==> src/design/flce_pkg.sv <==
package flce_pkg;

    // Configuration register indexes
    localparam logic CFG_MESSAGE_TYPE = 1'b0;
    localparam logic CFG_CREATE_MODE  = 1'b1;

    // Message type codes
    localparam logic [1:0] MSG_COMMAND = 2'd0;
    localparam logic [1:0] MSG_CLOCK   = 2'd1;
    localparam logic [1:0] MSG_FULL    = 2'd2;

    localparam logic [1:0] MESSAGE_TYPE_RESET = MSG_FULL;

    // One input request
    typedef struct packed {
        logic [7:0] data_byte;
        logic       first_byte;
    } t_in;

    // One result
    typedef struct packed {
        logic [7:0] out_byte;
        logic       checksum_slot;
        logic       slot_mismatch;
        logic       message_end;
        logic       message_valid;
        logic       beyond_end;
    } t_out;

    // Framing and sum state carried from byte to byte
    typedef struct packed {
        logic [7:0] running_sum;
        logic [3:0] column_index;
        logic [4:0] line_index;
        logic       error_seen;
        logic       message_done;
    } t_state;

    // Configuration seen by the datapath
    typedef struct packed {
        logic [1:0] message_type;
        logic       create_mode;
    } t_cfg;

endpackage

==> src/design/flce_core.sv <==
module flce_core #(
    parameter int COMMAND_BYTES = 6,
    parameter int LINE_BYTES    = 9,
    parameter int TIMER_LINES   = 4,
    parameter int ASTRO_LINES   = 12
) (
    input  flce_pkg::t_state i_state,
    input  flce_pkg::t_in    i_data,
    input  flce_pkg::t_cfg   i_cfg,
    output flce_pkg::t_out   o_result,
    output flce_pkg::t_state o_state
);

    localparam logic [3:0] CMD_LAST  = 4'(COMMAND_BYTES - 1);
    localparam logic [3:0] LINE_LAST = 4'(LINE_BYTES - 1);
    localparam logic [4:0] FULL_LAST = 5'(2 + TIMER_LINES + ASTRO_LINES - 1);

    flce_pkg::t_state s;
    logic [3:0]       col_last;
    logic [4:0]       line_last;
    logic             slot;
    logic             mismatch;
    logic             at_end;
    logic [7:0]       ob;

    // Clear state on the first byte of a message
    always_comb begin
        s = i_state;
        if (i_data.first_byte) begin
            s = '0;
        end
    end

    // Locate the byte within its line and the message
    always_comb begin
        col_last = (s.line_index == 5'd0) ? CMD_LAST : LINE_LAST;
        case (i_cfg.message_type)
            flce_pkg::MSG_COMMAND: line_last = 5'd0;
            flce_pkg::MSG_CLOCK:   line_last = 5'd1;
            default:               line_last = FULL_LAST;
        endcase
        slot   = (s.column_index == col_last);
        at_end = slot && (s.line_index == line_last);
    end

    // Check or fill the slot, advance the sum and position
    always_comb begin
        mismatch = 1'b0;
        ob       = i_data.data_byte;
        o_state  = s;
        o_result = '0;
        if (s.message_done) begin
            o_result.out_byte   = i_data.data_byte;
            o_result.beyond_end = 1'b1;
        end else begin
            if (slot) begin
                if (i_cfg.create_mode) begin
                    ob = s.running_sum;
                end else begin
                    mismatch = (i_data.data_byte != s.running_sum);
                end
            end
            o_state.running_sum = s.running_sum + ob;
            o_state.error_seen  = s.error_seen | mismatch;
            if (slot) begin
                o_state.column_index = 4'd0;
                o_state.line_index   = s.line_index + 5'd1;
            end else begin
                o_state.column_index = s.column_index + 4'd1;
            end
            o_state.message_done   = at_end;
            o_result.out_byte      = ob;
            o_result.checksum_slot = slot;
            o_result.slot_mismatch = mismatch;
            o_result.message_end   = at_end;
            o_result.message_valid = at_end && !o_state.error_seen;
        end
    end

endmodule

==> src/design/flce_obuf.sv <==
module flce_obuf (
    input  logic           i_clk,
    input  logic           i_rst_n,
    input  logic           i_push,
    input  flce_pkg::t_out i_data,
    output logic           o_ready,
    output logic           o_valid,
    input  logic           i_ready,
    output flce_pkg::t_out o_data
);

    logic           r_main_v;
    logic           r_skid_v;
    flce_pkg::t_out r_main;
    flce_pkg::t_out r_skid;
    logic           pop;

    assign o_valid = r_main_v;
    assign o_data  = r_main;
    assign o_ready = !r_skid_v;
    assign pop     = r_main_v && i_ready;

    // Hold a result in the skid stage while the main stage stalls
    always_ff @(posedge i_clk) begin
        if (!i_rst_n) begin
            r_main_v <= 1'b0;
            r_skid_v <= 1'b0;
        end else if (pop) begin
            if (r_skid_v) begin
                r_main   <= r_skid;
                r_skid_v <= 1'b0;
            end else begin
                r_main_v <= i_push;
                r_main   <= i_data;
            end
        end else if (i_push) begin
            if (!r_main_v) begin
                r_main_v <= 1'b1;
                r_main   <= i_data;
            end else begin
                r_skid_v <= 1'b1;
                r_skid   <= i_data;
            end
        end
    end

endmodule

==> src/design/framed_line_checksum_engine.sv <==
// Framed line checksum engine: 8-bit additive checksum over a radio
// programming message, one byte per request.
// Input channel: i_in_valid / o_in_ready carry a data byte and a
// first_byte flag that restarts the message. Output channel:
// o_out_valid / i_out_ready carry one result per input byte: the byte
// (or the computed checksum at a slot in create mode) and its flags.
// Configuration: i_cfg_we writes register i_cfg_index (0 message type,
// 1 create mode); write only while no request is in flight.
// Each result is registered in the output buffer when its byte is accepted.
// Throughput: one byte per cycle while o_in_ready is high; the sum, compare
// and position update sit in one combinational stage between the state and
// result registers. When the receiver stalls, a two-entry output buffer
// holds results and o_in_ready drops only once both entries are full.
// Reset clears the sum, position and flags, empties the output buffer,
// and sets message type to full message and create mode to verify.
module framed_line_checksum_engine #(
    parameter int COMMAND_BYTES = 6,
    parameter int LINE_BYTES    = 9,
    parameter int TIMER_LINES   = 4,
    parameter int ASTRO_LINES   = 12
) (
    input  logic           i_clk,
    input  logic           i_rst_n,
    input  logic           i_in_valid,
    output logic           o_in_ready,
    input  flce_pkg::t_in  i_in_data,
    output logic           o_out_valid,
    input  logic           i_out_ready,
    output flce_pkg::t_out o_out_data,
    input  logic           i_cfg_we,
    input  logic           i_cfg_index,
    input  logic [1:0]     i_cfg_data
);

    flce_pkg::t_state r_state;
    flce_pkg::t_state n_state;
    flce_pkg::t_cfg   r_cfg;
    flce_pkg::t_out   result;
    logic             push;

    assign push = i_in_valid && o_in_ready;

    // Write configuration registers
    always_ff @(posedge i_clk) begin
        if (!i_rst_n) begin
            r_cfg.message_type <= flce_pkg::MESSAGE_TYPE_RESET;
            r_cfg.create_mode  <= 1'b0;
        end else if (i_cfg_we) begin
            case (i_cfg_index)
                flce_pkg::CFG_MESSAGE_TYPE: r_cfg.message_type <= i_cfg_data;
                default:                    r_cfg.create_mode  <= i_cfg_data[0];
            endcase
        end
    end

    flce_core #(
        .COMMAND_BYTES (COMMAND_BYTES),
        .LINE_BYTES    (LINE_BYTES),
        .TIMER_LINES   (TIMER_LINES),
        .ASTRO_LINES   (ASTRO_LINES)
    ) u_core (
        .i_state  (r_state),
        .i_data   (i_in_data),
        .i_cfg    (r_cfg),
        .o_result (result),
        .o_state  (n_state)
    );

    // Advance the framing state on each accepted request
    always_ff @(posedge i_clk) begin
        if (!i_rst_n) begin
            r_state <= '0;
        end else if (push) begin
            r_state <= n_state;
        end
    end

    flce_obuf u_obuf (
        .i_clk   (i_clk),
        .i_rst_n (i_rst_n),
        .i_push  (push),
        .i_data  (result),
        .o_ready (o_in_ready),
        .o_valid (o_out_valid),
        .i_ready (i_out_ready),
        .o_data  (o_out_data)
    );

    // A byte past the message end leaves the state untouched
    a_beyond_hold: assert property (@(posedge i_clk) disable iff (!i_rst_n)
        push && r_state.message_done && !i_in_data.first_byte |=> $stable(r_state))
        else $error("state changed on a byte past the message end");

    // An empty output side always takes a request
    a_ready_empty: assert property (@(posedge i_clk) disable iff (!i_rst_n)
        !o_out_valid |-> o_in_ready)
        else $error("input stalled with empty output buffer");

    // A message ends only on a checksum slot, never on an ignored byte
    a_end_on_slot: assert property (@(posedge i_clk) disable iff (!i_rst_n)
        o_out_valid && o_out_data.message_end |->
            o_out_data.checksum_slot && !o_out_data.beyond_end)
        else $error("message end outside a checksum slot");

    // After a message end the next byte without restart is ignored
    a_done_next: assert property (@(posedge i_clk) disable iff (!i_rst_n)
        push && result.message_end |=> r_state.message_done)
        else $error("done flag not set after message end");

endmodule
==> config.mk <==
export PLATFORM = sky130hd
export DESIGN_NAME = framed_line_checksum_engine
export DESIGN_NICKNAME = d
export VERILOG_FILES = /design/src/design/flce_pkg.sv /design/src/design/flce_core.sv /design/src/design/flce_obuf.sv /design/src/design/framed_line_checksum_engine.sv
export SDC_FILE = /design/constraint.sdc
export NUM_CORES = 1
export LEC_CHECK = 0
export ABC_CLOCK_PERIOD_IN_PS = 4900
export BUFFER_PORTS_ARGS = -buffer_cell sky130_fd_sc_hd__buf_2
export CELL_PAD_IN_SITES_DETAIL_PLACEMENT = 1
export CELL_PAD_IN_SITES_GLOBAL_PLACEMENT = 2
export CORE_MARGIN = 5
export CORE_UTILIZATION = 37
export DETAILED_ROUTE_END_ITERATION = 6
export PLACE_DENSITY_LB_ADDON = 0.1
export SYNTH_ARGS = -nofsm -noshare
export SYNTH_HDL_FRONTEND = slang
export SYNTH_SLANG_ARGS = --single-unit
==> constraint.sdc <==
create_clock -name i_clk -period 4.9 [get_ports i_clk]
set_input_delay 0.245 -clock i_clk [delete_from_list [all_inputs] [get_ports i_clk]]
set_output_delay 0.245 -clock i_clk [all_outputs]
set_load 0.02 [all_outputs]
# Word level (Yosys, flattened, before mapping)
# Cells that the tools add are included.
[word_totals]
inputBits = 17
ff_bits = 50
out_inout_bits = 15
word_cells = 72
[classes]
mux = 22
eq_ne = 6
n_bitwise = 4
n_addsub = 3
n_reduce_logical = 16
[op_table]
columns = ["op", "n"]
rows = [
  ["$mux W13", 4],
  ["$mux W19", 2],
  ["$mux W8", 4],
  ["$mux W4", 3],
  ["$pmux W5 S2", 1],
  ["$add A8 B8 Y8", 1],
  ["$ne A8 B8 Y1", 1],
  ["$reduce_and A2 Y1", 4],
  ["$mux W1", 7],
  ["$add A5 B1 Y5 const B", 1],
  ["$eq A5 B5 Y1", 1],
  ["$logic_not A5 Y1", 1],
  ["$mux W5", 1],
  ["$add A4 B1 Y4 const B", 1],
  ["$eq A4 B4 Y1", 1],
  ["$logic_and A1 B1 Y1", 4],
  ["$ne A2 B2 Y1 const B", 2],
  ["$reduce_and A4 Y1", 1],
  ["$not A1 Y1", 3],
  ["$reduce_and A3 Y1", 1],
  ["$eq A2 B1 Y1 const B", 1],
  ["$logic_not A1 Y1", 2],
  ["$logic_not A2 Y1", 1],
  ["$reduce_bool A2 Y1", 1],
  ["2 further kinds", 2],
]

# Logic depth before layout (Yosys ltp)
[depth]
word_depth = 13
mapped_depth = 16

# By module
# Synthesis repeated with hierarchy kept, for this count alone.
[unflattened]
hier_cells = 339
hier_area_um2 = 3316.9
[by_module_without_submodules]
columns = ["mod", "n_inst", "cells_each", "area_each_um2", "seq_area_each_um2"]
rows = [
  ["flce_core", 1, 185, 1286.2, 0.0],
  ["flce_obuf", 1, 53, 1084.8, 820.8],
  ["framed_line_checksum_engine", 1, 101, 945.9, 440.4],
]

# Worst setup path before layout
# No wires, ideal clock.
[synth_timing]
path_type = "input to register"
startpoint = "input i_in_data[0] in the netlist's numbering"
endpoint = "register r_state[18] in the netlist's numbering"
t_required_ns = 4.838
path_stages = 15
t_arrival_ns = 4.137
slack_ns = 0.701
setup_ns = 0.062
cell_sequence = "clkdlybuf4s15_2 clkbuf_1 inv_1 nand2_1 ha_1 or4b_4 a211o_2 a211oi_4 mux2_2 ha_1 a211oi_1 o21ai_0 a31o_2 or4_1 nand3_1"
[synth_via]
elab_chain_len = 8
word_cells_on_any_way = 9
cone_classes = "add/sub: 1; eq/ne: 1; mux: 6; reduce/logical: 1"
[synth_rtl]
columns = ["element", "line_no", "text"]
rows = [
  ["start, declared", "framed_line_checksum_engine.sv:26", "input flce_pkg::t_in i_in_data,"],
  ["$mux W19 (*)", "flce_core.sv:29", "if (i_data.first_byte) begin"],
  ["$logic_not A5 Y1", "flce_core.sv:36", "col_last = (s.line_index == 5'd0) ? CMD_LAST : LINE_LAST;"],
  ["$mux W4", "flce_core.sv:36", ""],
  ["$eq A4 B4 Y1", "flce_core.sv:42", "slot = (s.column_index == col_last);"],
  ["$mux W8", "flce_core.sv:56", "if (slot) begin"],
  ["$mux W8", "flce_core.sv:52", "if (s.message_done) begin"],
  ["$add A8 B8 Y8", "flce_core.sv:63", "o_state.running_sum = s.running_sum + ob;"],
  ["$mux W19 (*)", "flce_core.sv:52", ""],
  ["end signal, assigned", "framed_line_checksum_engine.sv:74", "r_state <= n_state;"],
  ["end, declared", "framed_line_checksum_engine.sv:35", "flce_pkg::t_state r_state;"],
]
# Mark *: on every way between the ends. The rest lies on a longest branch, timed or not. The select of a mux whose other input is x is not followed.
# A chain may end at the register's enable or synchronous reset.

# Final worst setup path
[layout_timing]
startpoint = "register r_state[2] in the netlist's numbering"
endpoint = "register r_state[18] in the netlist's numbering"
[layout_via]
elab_chain_len = 8
[layout_rtl]
columns = ["element", "line_no"]
rows = [
  ["$mux W19", "flce_core.sv:29"],
  ["$logic_not A5 Y1", "flce_core.sv:36"],
  ["$mux W4", "flce_core.sv:36"],
  ["$eq A4 B4 Y1", "flce_core.sv:42"],
  ["$mux W8", "flce_core.sv:56"],
  ["$mux W8", "flce_core.sv:52"],
  ["$add A8 B8 Y8", "flce_core.sv:63"],
  ["$mux W19", "flce_core.sv:52"],
]
# No other way between the ends. The select of a mux whose other input is x is not followed.

==> impl_metrics.xml <==
<?xml version="1.0" encoding="UTF-8"?>
<metrics>
  <group name="status">
    <metric name="run_status" unit="">completed</metric>
  </group>
  <group name="min_path">
    <metric name="min_path_type" unit="">primary input to register</metric>
    <metric name="holdPathStages" unit="">3</metric>
    <metric name="timing.hold.worst.start" unit="">i_cfg_data[0]</metric>
    <metric name="sink_of_the_worst_hold_path" unit="">r_cfg[1]</metric>
  </group>
  <group name="sta">
    <metric name="grt_setup_unrepaired" unit="">false</metric>
    <metric name="finalHoldViolations" unit="">0</metric>
    <metric name="max_slew.worst_pin.slew" unit="ns">0.984</metric>
    <metric name="post-route-period-util" unit="">0.855</metric>
    <metric name="final-max-slew-violation-count" unit="">0</metric>
    <metric name="finalSetupViolations" unit="">0</metric>
    <metric name="timing.clock.skew" unit="ns">0.00748</metric>
    <metric name="highest_clock_frequency_the_design_can_meet" unit="MHz">239</metric>
    <metric name="fin_crit_period" unit="ns">4.19</metric>
    <metric name="max-slew-margin-rel" unit="">0.342</metric>
    <metric name="timing.setup.tns" unit="ns">0</metric>
  </group>
  <group name="drt">
    <metric name="antenna_left" unit="">0</metric>
    <metric name="drt_initial_violations" unit="">56</metric>
    <metric name="post_drt_via_cell_ratio" unit="">5.47</metric>
    <metric name="firstDrtPassIters" unit="">4</metric>
    <metric name="routed_wl" unit="µm">7370</metric>
    <metric name="post_drt_wl_per_cell" unit="µm">16.9</metric>
    <metric name="drc" unit="">0</metric>
    <metric name="dr_total_vias" unit="">2383</metric>
  </group>
  <group name="setup_path">
    <metric name="rr_worst_depth" unit="">13</metric>
    <metric name="worst_r2r_endpoint" unit="">r_state[18]</metric>
    <metric name="cp_data_arrival_time" unit="ns">4.45</metric>
    <metric name="r2r-start" unit="">r_state[2]</metric>
    <metric name="element_type_at_the_critical_path_end" unit="">register</metric>
    <metric name="r2r_setup_slack" unit="ns">0.71</metric>
    <metric name="critPathKind" unit="">register to register</metric>
    <metric name="required" unit="ns">5.16</metric>
    <metric name="setup.worst_path.start_class" unit="">register</metric>
    <metric name="timing.critical_path.fanout_max" unit="">9</metric>
  </group>
  <group name="layout">
    <metric name="layout.nets" unit="">362</metric>
    <metric name="layout-drive-gt1-share" unit="">0.225</metric>
    <metric name="antennaDiodeCount" unit="">0</metric>
    <metric name="layout.cells.non_filler" unit="">436</metric>
    <metric name="mostFrequentLayoutCell" unit="">sky130_fd_sc_hd__nand2_1</metric>
    <metric name="syn2layout_area_growth" unit="%">11.6</metric>
    <metric name="filler_cell_count" unit="">905</metric>
    <metric name="regArea" unit="µm²">1260</metric>
    <metric name="layout_common_cells" unit="">sky130_fd_sc_hd__nand2_1 (42), sky130_fd_sc_hd__buf_2 (31), sky130_fd_sc_hd__edfxtp_1 (26), sky130_fd_sc_hd__mux2_2 (24), sky130_fd_sc_hd__dfxtp_1 (24)</metric>
    <metric name="multi_input_area" unit="µm²">1610</metric>
  </group>
  <group name="yosys">
    <metric name="post_synthesis_cell_type_count" unit="">54</metric>
    <metric name="synthDominantCellAreaShare" unit="">0.265</metric>
    <metric name="mappedNetlistNets" unit="">332</metric>
    <metric name="mappedNetlistArea" unit="µm²">2950</metric>
    <metric name="synth.ff_latch_count" unit="">50</metric>
    <metric name="synthesis.instances" unit="">303</metric>
    <metric name="synth.largest_area_cell" unit="">sky130_fd_sc_hd__edfxtp_1</metric>
    <metric name="avgSynthCellArea" unit="µm²">9.74</metric>
    <metric name="synth_async_sr_flop_share" unit="">0</metric>
    <metric name="synth.yosys.warnings" unit="">0</metric>
    <metric name="netlist_top_cells_area" unit="">sky130_fd_sc_hd__edfxtp_1 (26%), sky130_fd_sc_hd__dfxtp_1 (16%), sky130_fd_sc_hd__mux2_2 (9.2%)</metric>
    <metric name="synth_flop_cell" unit="">sky130_fd_sc_hd__edfxtp_1</metric>
    <metric name="synth_seq_area_share" unit="">0.427</metric>
    <metric name="number_of_synthesized_flops_with_an_enable_pin" unit="">26</metric>
  </group>
  <group name="cts">
    <metric name="cts_inserted_buffers" unit="">5</metric>
    <metric name="numClockSinks" unit="">50</metric>
    <metric name="post_cts_hold_buffer_count" unit="">0</metric>
    <metric name="cts.reportedPaths.clkPinSlew" unit="ns">0.10</metric>
    <metric name="post-cts-setup-buffers" unit="">0</metric>
    <metric name="cts.root.buffer_cell" unit="">sky130_fd_sc_hd__clkbuf_8</metric>
    <metric name="cts_repair_resize_count" unit="">0</metric>
    <metric name="clk-insertion-delay-late" unit="ns">0.31</metric>
    <metric name="tritoncts" unit="">done</metric>
    <metric name="clock_path_buffers" unit="">2</metric>
    <metric name="cts-htree-levels" unit="">2</metric>
  </group>
  <group name="placement">
    <metric name="post-dp-hpwl" unit="µm">5470</metric>
    <metric name="place.gp.congestion" unit="">0.767</metric>
    <metric name="placedCellCount" unit="">428</metric>
    <metric name="buffer_ports.inserted" unit="">31</metric>
  </group>
  <group name="global_route">
    <metric name="grt_util_met2" unit="">0.236</metric>
    <metric name="number_of_global_route_vias_before_repair" unit="">2266</metric>
    <metric name="grt.overflow.total" unit="">0</metric>
    <metric name="grtUsageMet3" unit="">0.0266</metric>
    <metric name="first_pass_grt_wire_length" unit="µm">11900</metric>
    <metric name="grt_antenna_before_repair" unit="">0</metric>
    <metric name="use_met1" unit="">0.215</metric>
    <metric name="globalRouteTotalUtil" unit="">0.150</metric>
    <metric name="grt_most_used_layer" unit="">met2</metric>
    <metric name="largest_net_degree_at_the_start_of_global_routing" unit="">22</metric>
  </group>
  <group name="pwr">
    <metric name="intPower" unit="µW">608</metric>
    <metric name="clock_power_share" unit="">0.296</metric>
    <metric name="pwr-share-seq" unit="">0.551</metric>
    <metric name="pwr_density_cell" unit="nW/µm²">259</metric>
    <metric name="power_frac_comb" unit="">0.154</metric>
    <metric name="total_switching_power" unit="µW">245</metric>
    <metric name="switching_share" unit="">0.287</metric>
    <metric name="ir_drop" unit="V">0.000102</metric>
    <metric name="leakage" unit="µW">0.00128</metric>
  </group>
  <group name="floorplanning">
    <metric name="die_width" unit="µm">99.3</metric>
    <metric name="core_area" unit="µm²">7730</metric>
    <metric name="placement_rows" unit="">32</metric>
    <metric name="die_area" unit="µm²">9860</metric>
    <metric name="start_util" unit="">0.382</metric>
    <metric name="die_height" unit="µm">99.3</metric>
    <metric name="io_pins" unit="">32</metric>
  </group>
  <group name="job">
    <metric name="timing.max_cap.violations" unit="">0</metric>
  </group>
</metrics>
[layer usage]
metal  vias to the layer above  routed length [µm]  part of all wire
met2                        25                3270              0.44
met5                         -                   0                 0
met1                      1172                3830              0.52
met4                         0                  57            0.0077
met3                         4                 214             0.029
li1                       1182                   -                 -
[cell usage after synthesis, types with 2 or more instances]
| cell type | instances |
|---|---|
| sky130_fd_sc_hd__nor2b_1 | 4 |
| sky130_fd_sc_hd__dfxtp_1 | 24 |
| sky130_fd_sc_hd__a21o_1 | 3 |
| sky130_fd_sc_hd__o21ai_0 | 19 |
| sky130_fd_sc_hd__and2b_1 | 7 |
| sky130_fd_sc_hd__and3_1 | 2 |
| sky130_fd_sc_hd__nand2_1 | 42 |
| sky130_fd_sc_hd__mux2i_1 | 3 |
| sky130_fd_sc_hd__mux2_2 | 24 |
| sky130_fd_sc_hd__a31oi_1 | 8 |
| sky130_fd_sc_hd__inv_1 | 9 |
| sky130_fd_sc_hd__or4_1 | 2 |
| sky130_fd_sc_hd__nor3_1 | 4 |
| sky130_fd_sc_hd__a211o_1 | 2 |
| sky130_fd_sc_hd__xnor2_1 | 7 |
| sky130_fd_sc_hd__a21oi_1 | 14 |
| sky130_fd_sc_hd__ha_1 | 11 |
| sky130_fd_sc_hd__nor2_1 | 18 |
| sky130_fd_sc_hd__edfxtp_1 | 26 |
| sky130_fd_sc_hd__nand2b_1 | 5 |
| sky130_fd_sc_hd__nand4_1 | 4 |
| sky130_fd_sc_hd__nor4bb_1 | 4 |
| sky130_fd_sc_hd__nor3b_1 | 2 |
| sky130_fd_sc_hd__nand3_1 | 10 |
| sky130_fd_sc_hd__o211ai_1 | 4 |
| sky130_fd_sc_hd__nor4_1 | 2 |
| sky130_fd_sc_hd__clkbuf_1 | 9 |
| sky130_fd_sc_hd__or3_1 | 2 |
| sky130_fd_sc_hd__a211oi_1 | 4 |
| sky130_fd_sc_hd__and2_1 | 2 |
| sky130_fd_sc_hd__nand4b_1 | 3 |
[cell families (layout without fill, tap and decap cells)]
logic type / Yosys count / in the layout / share of synthesized area
AO/OA/AOI/OAI: 68 / 68 / 0.156
XOR/XNOR: 7 / 7 / 0.0208
adder cells (fa/ha/maj): 12 / 12 / 0.0534
buffers and inverters: 20 / 51 / 0.0280
flip-flops: 50 / 50 / 0.427
multiplexers: 27 / 27 / 0.102
AND/OR/NAND/NOR: 119 / 119 / 0.212
[critical path: stages, from the launching register on]
cell	delay, ns
sky130_fd_sc_hd__dfxtp_1	0.33
sky130_fd_sc_hd__nor2b_1	0.19
sky130_fd_sc_hd__inv_1	0.08
sky130_fd_sc_hd__ha_1	0.16
sky130_fd_sc_hd__or4b_4	0.49
sky130_fd_sc_hd__a211o_2	0.33
sky130_fd_sc_hd__a211oi_4	0.49
sky130_fd_sc_hd__mux2_2	0.43
sky130_fd_sc_hd__ha_1	0.30
sky130_fd_sc_hd__a211oi_1	0.32
sky130_fd_sc_hd__o21ai_0	0.16
sky130_fd_sc_hd__a31o_2	0.28
sky130_fd_sc_hd__or4_1	0.46
sky130_fd_sc_hd__nand3_1	0.09
[sequential cells by signal, indices dropped and copies added (netlist names)]
| register | flops |
|---|---|
| r_state | 19 |
| u_obuf.r_skid_v | 1 |
| u_obuf.r_skid | 13 |
| r_cfg | 3 |
| u_obuf.o_valid | 1 |
| u_obuf.o_data | 13 |
[per-stage QoR]
stage / hold slack (ns) / instance area (µm²) / utilization / setup WS (ns) / power [µW]
5_1_grt: 0.191 / 3290 / 0.426 / 0.570 / 894
2_1_floorplan: 0.389 / 2950 / - / 0.701 / 567
3_5_place_dp: 0.504 / 3200 / 0.415 / 0.571 / 611
6_report: 0.178 / 3290 / 0.426 / 0.709 / 854
3_3_place_gp: 0.491 / 3200 / 0.415 / 0.749 / 609
4_1_cts: 0.178 / 3290 / 0.426 / 0.708 / 868
[power groups by stage]
stage | registers, µW | logic [µW] | clock network, µW
detailed placement | 480 | 132 | 0
finish | 470 | 131 | 253
CTS | 470 | 132 | 265
floorplan | 484 | 82.8 | 0
global placement | 479 | 130 | 0
global route | 473 | 145 | 276
[how the worst max path moves through the flow]
| stage | start | end | cells past startpoint |
|---|---|---|---|
| global placement | i_in_data[0] | r_state[18] | 14 |
| detailed placement | i_in_data[0] | r_state[18] | 14 |
| floorplan | i_in_data[0] | r_state[18] | 15 |
| finish | r_state[2] | r_state[18] | 13 |
| CTS | r_state[2] | r_state[18] | 13 |
| global route | r_state[2] | r_state[18] | 13 |
[layout make-up]
| type | instances | share of cell area |
|---|---|---|
| timing repair buffer | 33 | 0.0517 |
| inverter | 10 | 0.0114 |
| multi-input combinational | 233 | 0.488 |
| clock inverter | 3 | 0.00646 |
| tap | 102 | 0.0388 |
| sequential | 50 | 0.383 |
| clock buffer | 5 | 0.0209 |
Power figures use the tool's default switching activity.
